### src/sv/spq_pkg.sv
package spq_pkg;

   localparam int DEPTH = 16;
   localparam int ID_BITS = 16;
   localparam int PRIO_BITS = 8;
   localparam int COUNT_BITS = $clog2(DEPTH + 1);

   typedef enum logic {
      OP_ENQUEUE = 1'b0,
      OP_DEQUEUE = 1'b1
   } opcode_type;

   typedef enum logic [1:0] {
      ST_ENQUEUED = 2'd0,
      ST_DEQUEUED = 2'd1,
      ST_EMPTY    = 2'd2,
      ST_FULL     = 2'd3
   } status_type;

   typedef enum logic [1:0] {
      SHIFT_HOLD   = 2'd0,
      SHIFT_INSERT = 2'd1,
      SHIFT_POP    = 2'd2
   } shift_op_type;

   typedef struct packed {
      logic                 opcode;
      logic [ID_BITS-1:0]   proc_id;
      logic [PRIO_BITS-1:0] priority_req;
   } req_type;

   typedef struct packed {
      logic [1:0]           status;
      logic [ID_BITS-1:0]   out_id;
      logic [PRIO_BITS-1:0] out_priority;
   } rsp_type;

   typedef struct packed {
      logic [ID_BITS-1:0]   id;
      logic [PRIO_BITS-1:0] prio;
   } entry_type;

   typedef struct packed {
      shift_op_type op;
      entry_type    entry;
   } cell_ctl_type;

endpackage

### src/sv/stable_priority_queue_core.sv
// latency: the response strobes in the cycle after the transaction is accepted
// throughput: one transaction per cycle while busy is low, the whole cell chain shifts together
// capacity is the number of cells in the chain; busy is high during reset and for the cycle after it
// reset clears the entry count, stored entries are not cleared
// the receiver cannot stall, every response is shown for exactly one cycle
module stable_priority_queue_core (
   input  logic             clock,
   input  logic             reset,
   input  logic             start,
   output logic             busy,
   input  spq_pkg::req_type req_data,
   output logic             rsp_valid,
   output spq_pkg::rsp_type rsp_data
);

   logic                            busy_ff;
   logic                            rsp_valid_ff;
   spq_pkg::rsp_type                rsp_ff;
   spq_pkg::rsp_type                rsp_in;
   logic [spq_pkg::COUNT_BITS-1:0]  count_ff;
   logic [spq_pkg::COUNT_BITS-1:0]  count_in;
   logic                            accept;
   logic                            full;
   logic                            empty;
   spq_pkg::cell_ctl_type           ctl;
   spq_pkg::entry_type              cell_entry [spq_pkg::DEPTH];
   logic [spq_pkg::DEPTH-1:0]       cell_place;
   logic [spq_pkg::DEPTH-1:0]       occupied;

   assign accept = start && !busy_ff;
   assign full   = (count_ff == spq_pkg::COUNT_BITS'(spq_pkg::DEPTH));
   assign empty  = (count_ff == '0);

   always_comb begin
      ctl.entry.id   = req_data.proc_id;
      ctl.entry.prio = req_data.priority_req;
      ctl.op         = spq_pkg::SHIFT_HOLD;
      count_in       = count_ff;
      rsp_in         = '0;
      if (req_data.opcode == spq_pkg::OP_ENQUEUE) begin
         if (full) begin
            rsp_in.status = spq_pkg::ST_FULL;
         end else begin
            rsp_in.status = spq_pkg::ST_ENQUEUED;
            if (accept) begin
               ctl.op   = spq_pkg::SHIFT_INSERT;
               count_in = count_ff + 1'b1;
            end
         end
      end else begin
         if (empty) begin
            rsp_in.status = spq_pkg::ST_EMPTY;
         end else begin
            rsp_in.status       = spq_pkg::ST_DEQUEUED;
            rsp_in.out_id       = cell_entry[0].id;
            rsp_in.out_priority = cell_entry[0].prio;
            if (accept) begin
               ctl.op   = spq_pkg::SHIFT_POP;
               count_in = count_ff - 1'b1;
            end
         end
      end
   end

   genvar i;
   generate
      for (i = 0; i < spq_pkg::DEPTH; i++) begin : g_cell
         spq_pkg::entry_type left_entry;
         spq_pkg::entry_type right_entry;
         logic               left_place;

         assign occupied[i] = (count_ff > spq_pkg::COUNT_BITS'(i));

         if (i == 0) begin : g_first
            assign left_place = 1'b1;
            assign left_entry = '0;
         end else begin : g_inner
            assign left_place = cell_place[i-1];
            assign left_entry = cell_entry[i-1];
         end

         if (i == spq_pkg::DEPTH - 1) begin : g_last
            assign right_entry = '0;
         end else begin : g_body
            assign right_entry = cell_entry[i+1];
         end

         spq_cell u_cell (
            .clock       (clock),
            .ctl         (ctl),
            .occupied    (occupied[i]),
            .left_place  (left_place),
            .left_entry  (left_entry),
            .right_entry (right_entry),
            .entry       (cell_entry[i]),
            .place       (cell_place[i])
         );
      end
   endgenerate

   always_ff @(posedge clock) begin
      if (reset) begin
         busy_ff      <= 1'b1;
         rsp_valid_ff <= 1'b0;
         count_ff     <= '0;
      end else begin
         busy_ff      <= 1'b0;
         rsp_valid_ff <= accept;
         count_ff     <= count_in;
      end
   end

   always_ff @(posedge clock) begin
      if (accept) begin
         rsp_ff <= rsp_in;
      end
   end

   assign busy      = busy_ff;
   assign rsp_valid = rsp_valid_ff;
   assign rsp_data  = rsp_ff;

   a_one_rsp_per_transaction: assert property (@(posedge clock) disable iff (reset)
      rsp_valid_ff == $past(accept && !reset))
      else $error("response strobe does not follow an accepted transaction");

   a_count_bounded: assert property (@(posedge clock) disable iff (reset)
      count_ff <= spq_pkg::COUNT_BITS'(spq_pkg::DEPTH))
      else $error("entry count beyond capacity");

   a_full_rejects: assert property (@(posedge clock) disable iff (reset)
      accept && full && req_data.opcode == spq_pkg::OP_ENQUEUE
      |=> rsp_data.status == spq_pkg::ST_FULL && $stable(count_ff))
      else $error("enqueue into a full queue not rejected");

   a_empty_reports: assert property (@(posedge clock) disable iff (reset)
      accept && empty && req_data.opcode == spq_pkg::OP_DEQUEUE
      |=> rsp_data.status == spq_pkg::ST_EMPTY && count_ff == '0)
      else $error("dequeue from an empty queue not reported");

endmodule

### src/sv/spq_cell.sv
module spq_cell (
   input  logic                 clock,
   input  spq_pkg::cell_ctl_type ctl,
   input  logic                 occupied,
   input  logic                 left_place,
   input  spq_pkg::entry_type   left_entry,
   input  spq_pkg::entry_type   right_entry,
   output spq_pkg::entry_type   entry,
   output logic                 place
);

   spq_pkg::entry_type entry_ff;
   spq_pkg::entry_type entry_in;

   // stays put when it holds an entry that outranks or ties the new one
   assign place = occupied && (entry_ff.prio >= ctl.entry.prio);
   assign entry = entry_ff;

   always_comb begin
      entry_in = entry_ff;
      case (ctl.op)
         spq_pkg::SHIFT_POP: begin
            entry_in = right_entry;
         end
         spq_pkg::SHIFT_INSERT: begin
            if (place) begin
               entry_in = entry_ff;
            end else if (left_place) begin
               entry_in = ctl.entry;
            end else begin
               entry_in = left_entry;
            end
         end
         default: begin
            entry_in = entry_ff;
         end
      endcase
   end

   always_ff @(posedge clock) begin
      entry_ff <= entry_in;
   end

endmodule

### config.mk
export PLATFORM = sky130hd
export DESIGN_NAME = stable_priority_queue_core
export DESIGN_NICKNAME = d
export VERILOG_FILES = /design/src/sv/spq_pkg.sv /design/src/sv/stable_priority_queue_core.sv /design/src/sv/spq_cell.sv
export SDC_FILE = /design/constraint.sdc
export NUM_CORES = 1
export LEC_CHECK = 0
export BUFFER_PORTS_ARGS = -buffer_cell sky130_fd_sc_hd__buf_2
export CORE_MARGIN = 1
export CORE_UTILIZATION = 40
export CTS_CLUSTER_DIAMETER = 30
export DETAILED_ROUTE_END_ITERATION = 7
export PLACE_DENSITY = 0.63
export REMOVE_ABC_BUFFERS = 1
export SETUP_SLACK_MARGIN = 0.4
export SYNTH_ARGS = -nofsm -noshare
export SYNTH_HDL_FRONTEND = slang
export SYNTH_HIERARCHICAL = 1
export SYNTH_SLANG_ARGS = --single-unit
### constraint.sdc
create_clock -name clock -period 5.5 [get_ports clock]
set_input_delay 0.55 -clock clock [delete_from_list [all_inputs] [get_ports clock]]
set_output_delay 0.55 -clock clock [all_outputs]
set_load 0.05 [all_outputs]
==> impl_summary.txt <==
----------------------------------------------------
[Status]
  Status ... complete, no violations

[Setup path]
  Worst path most repeated cell ... sky130_fd_sc_hd__buf_4
  Stages on worst setup path ... 8
  Logic depth of the worst register-to-register path ... 8
  Cells along the critical path ... inv_1 -> ha_1 -> a21oi_2 -> and2_2 -> buf_4 -> nand2b_1 -> buf_4 -> o21ai_0
  CP Launch Point ... count_ff[0]
  Maximum fanout count along the critical path ... between 50 and 60
  Reg2reg start ... count_ff[0]
  Required time of the critical path ... between 5 and 6 ns
  Critical path capture point ... g_cell[14].u_cell/entry[10]
  Crit path arrival time ... around 4.0 ns
  Slowest-stage cell, CP ... sky130_fd_sc_hd__a21oi_2
  Register-to-register path setup slack ... 1.79 ns
  R2r endpoint ... g_cell[14].u_cell/entry[10]
  Worst path top cell family by delay ... buffers and inverters
  Biggest cell delay along the critical path ... approximately 0.74 ns
  CP endpoint kind ... flip-flop
  Classification of the worst setup path ... reg2reg
  Startpoint type of the worst setup path ... flip-flop
  Crit path buf inv count ... 3

[Final layout]
  Area growth from synthesis to layout ... 16.80%
  Total of fill cells in the finished design ... ~5400
  Final layout net count ... between 2000 and 3000
  Total inserted antenna cells ... 0
  Area used by multi-input combinational logic ... approximately 11000 µm²
  Fraction of layout cells with a size suffix above 1 ... 0.1147
  Sequential cell area ... around 12000 µm²

[Route]
  Number of remaining DRC errors ... 0
  Detailed-route via count ... between 15000 and 20000
  Iteration-0 DRC count of the detailed router ... 1246
  DR vias/cell ... 5.484
  Count of nets left with antenna violations after detail routing ... 0
  Iteration count of the initial detailed-routing pass ... 5
  Routed WL ... between 50000 and 60000 µm
  Routed length per placed instance ... 18.36 µm

[Clock tree]
  Cells resized by post-CTS repair ... 0
  Clock Pin Slew Worst Setup and Hold Paths ... roughly 0.050 ns
  Number of H-tree levels ... 3
  Master cell of the clock root buffer ... sky130_fd_sc_hd__clkbuf_16
  Worst-Skew Late Latency ... 0.62 ns
  Clock tree from TritonCTS ... done
  TritonCTS Buffers ... 94
  Maximum root-to-sink buffer count ... 3
  Buffer count from post-CTS setup fixing ... 0
  Count of hold buffers inserted by post-cts repair ... 0
  Clk sink count ... between 400 and 500

[STA]
  Largest clock skew in the final design ... between 0.02 and 0.025 ns
  Worst hold slack across all endpoints ... between 0.15 and 0.2 ns
  Worst slew pin tran ... roughly 1.3 ns
  Post-route clock period utilization ... 0.6739
  Relative max-transition margin ... 0.1192
  TNS Setup ... 0 ns
  Highest attainable clock frequency ... around 270 MHz
  Final count of negative-setup-slack endpoints ... 0
  Pins over their slew limit ... 0
  Final Hold Violating Endpoints ... 0
  Time the final worst path needs with I/O delays and setup ... about 3.7 ns
  Setup repair after global routing missed its margin ... no

[Flow run]
  Maximum Capacitance Violations ... 0

[Placement]
  Count of buffers from port buffering ... 55
  Post-detailed-placement half-perimeter wirelength ... between 40000 and 50000 µm
  Gpl congestion ... 0.8405

[Global routing]
  Wire length of the first global-routing pass ... approximately 97000 µm
  Pin count of the biggest net entering global routing ... 54
  Initial antenna violation count ... 3
  Via count of the first global-routing pass ... between 15000 and 20000
  GR Overflow Total ... 0
  Total global-route track usage ... 0.1890

[Floorplanning]
  FP Rows ... 90
  Initial Utilization ... 0.4064
  Number of placed I/O pins ... 56
  Die W ... between 200 and 300 µm
  Core footprint ... 60580 µm²
  Vertical die dimension ... between 200 and 300 µm
  Die area ... between 60000 and 70000 µm²

[Power]
  Switching part of the total ... 0.2644
  Total Power Consumption ... roughly 11 mW
  NetSw ... around 2.9 mW
  Reported leakage power ... roughly 11 nW
  Combinational fraction of design power ... 0.135
  Internal power of the cells ... ~8.0 mW
  Power per unit of standard cell area ... about 380 nW/µm²
  Clock share of power ... 0.483
  IR Drop Worst-Case VDD ... approximately 0.19 mV
  Share of total power in sequential cells ... 0.382

[Logic synthesis]
  Warning count from the yosys run ... 6
  Mean post-synth cell area ... around 11 µm²
  Gate count after technology mapping ... 2299
  Cell area after technology mapping ... 24620 µm²

[Worst hold path]
  Path class of the lowest-slack min-delay path ... in2reg

----------------------------------------------------
==> cell usage in the layout, fill, tap and decap left out, types with 4 or more instances in the layout <==
cell type,count
sky130_fd_sc_hd__inv_1,133
sky130_fd_sc_hd__o21ai_0,413
sky130_fd_sc_hd__edfxtp_1,410
sky130_fd_sc_hd__bufinv_16,5
sky130_fd_sc_hd__o21ai_2,17
sky130_fd_sc_hd__a211o_1,17
sky130_fd_sc_hd__nor2_1,56
sky130_fd_sc_hd__a31oi_1,16
sky130_fd_sc_hd__conb_1,49
sky130_fd_sc_hd__clkbuf_16,100
sky130_fd_sc_hd__a211oi_2,16
sky130_fd_sc_hd__clkinvlp_4,4
sky130_fd_sc_hd__clkinv_2,17
sky130_fd_sc_hd__and2_1,25
sky130_fd_sc_hd__clkinv_1,16
sky130_fd_sc_hd__o31a_2,15
sky130_fd_sc_hd__or4b_1,16
sky130_fd_sc_hd__dfxtp_1,7
sky130_fd_sc_hd__ha_1,134
sky130_fd_sc_hd__nor3_1,17
sky130_fd_sc_hd__xnor2_1,4
sky130_fd_sc_hd__buf_2,55
sky130_fd_sc_hd__nand2b_1,33
sky130_fd_sc_hd__inv_6,5
sky130_fd_sc_hd__mux2i_1,401
sky130_fd_sc_hd__buf_4,33
sky130_fd_sc_hd__nand4_1,16
sky130_fd_sc_hd__clkbuf_1,17
sky130_fd_sc_hd__nand2_1,393
==> state kept, by name, summed over array words and instances, names as in the netlist <==
signal	flops
rsp_valid	1
count_ff	5
busy	1
g_cell.u_cell/entry	384
rsp_data	26
==> area by class of cell <==
type | count | share of cell area
multi-input combinational | 1659 | 0.3930
clock buffer | 118 | 0.08971
inverter | 134 | 0.01749
sequential | 417 | 0.4330
timing repair buffer | 88 | 0.01819
clock inverter | 52 | 0.01462
tap | 782 | 0.03402
==> metrics by stage <==
| stage | std cells | util | setup slack, ns | area (µm²) |
|---|---|---|---|---|
| floorplan | 2210 | - | 0.9533 | 24190 |
| global placement | 3080 | 0.4252 | 1.765 | 25760 |
| detailed placement | 3080 | 0.4252 | 1.735 | 25760 |
| CTS | 3250 | 0.4747 | 1.757 | 28760 |
| global route | 3250 | 0.4747 | 1.412 | 28760 |
| finish | 3250 | 0.4747 | 1.794 | 28760 |
==> worst min-delay path by stage <==
stage / slack (ns) / from / to / depth (start not counted)
after global routing: 0.16 / reset / busy / 1
after global placement: 0.51 / g_cell[15].u_cell/entry[13] / g_cell[14].u_cell/entry[13] / 2
after detailed placement: 0.52 / g_cell[15].u_cell/entry[15] / g_cell[14].u_cell/entry[15] / 2
after floorplan: 0.50 / g_cell[15].u_cell/entry[10] / g_cell[14].u_cell/entry[10] / 2
final: 0.17 / reset / busy / 1
after CTS: 0.13 / reset / busy / 1
==> power by group through the flow <==
stage          registers [mW]  logic (mW)  clock network (mW)
5_1_grt                  4.20        1.65                5.50
2_1_floorplan            4.17       0.990                   0
3_5_place_dp             4.22        1.46                   0
4_1_cts                  4.17        1.47                5.35
3_3_place_gp             4.21        1.40                   0
6_report                 4.16        1.47                5.26
==> per-layer routing <==
metal / track usage / part of all wire
met3: 0.03315 / 0.043
met5: 0 / 0.00060
met1: 0.2340 / 0.43
met4: 0.06415 / 0.020
met2: 0.3308 / 0.50
Power figures use the tool's default switching activity.
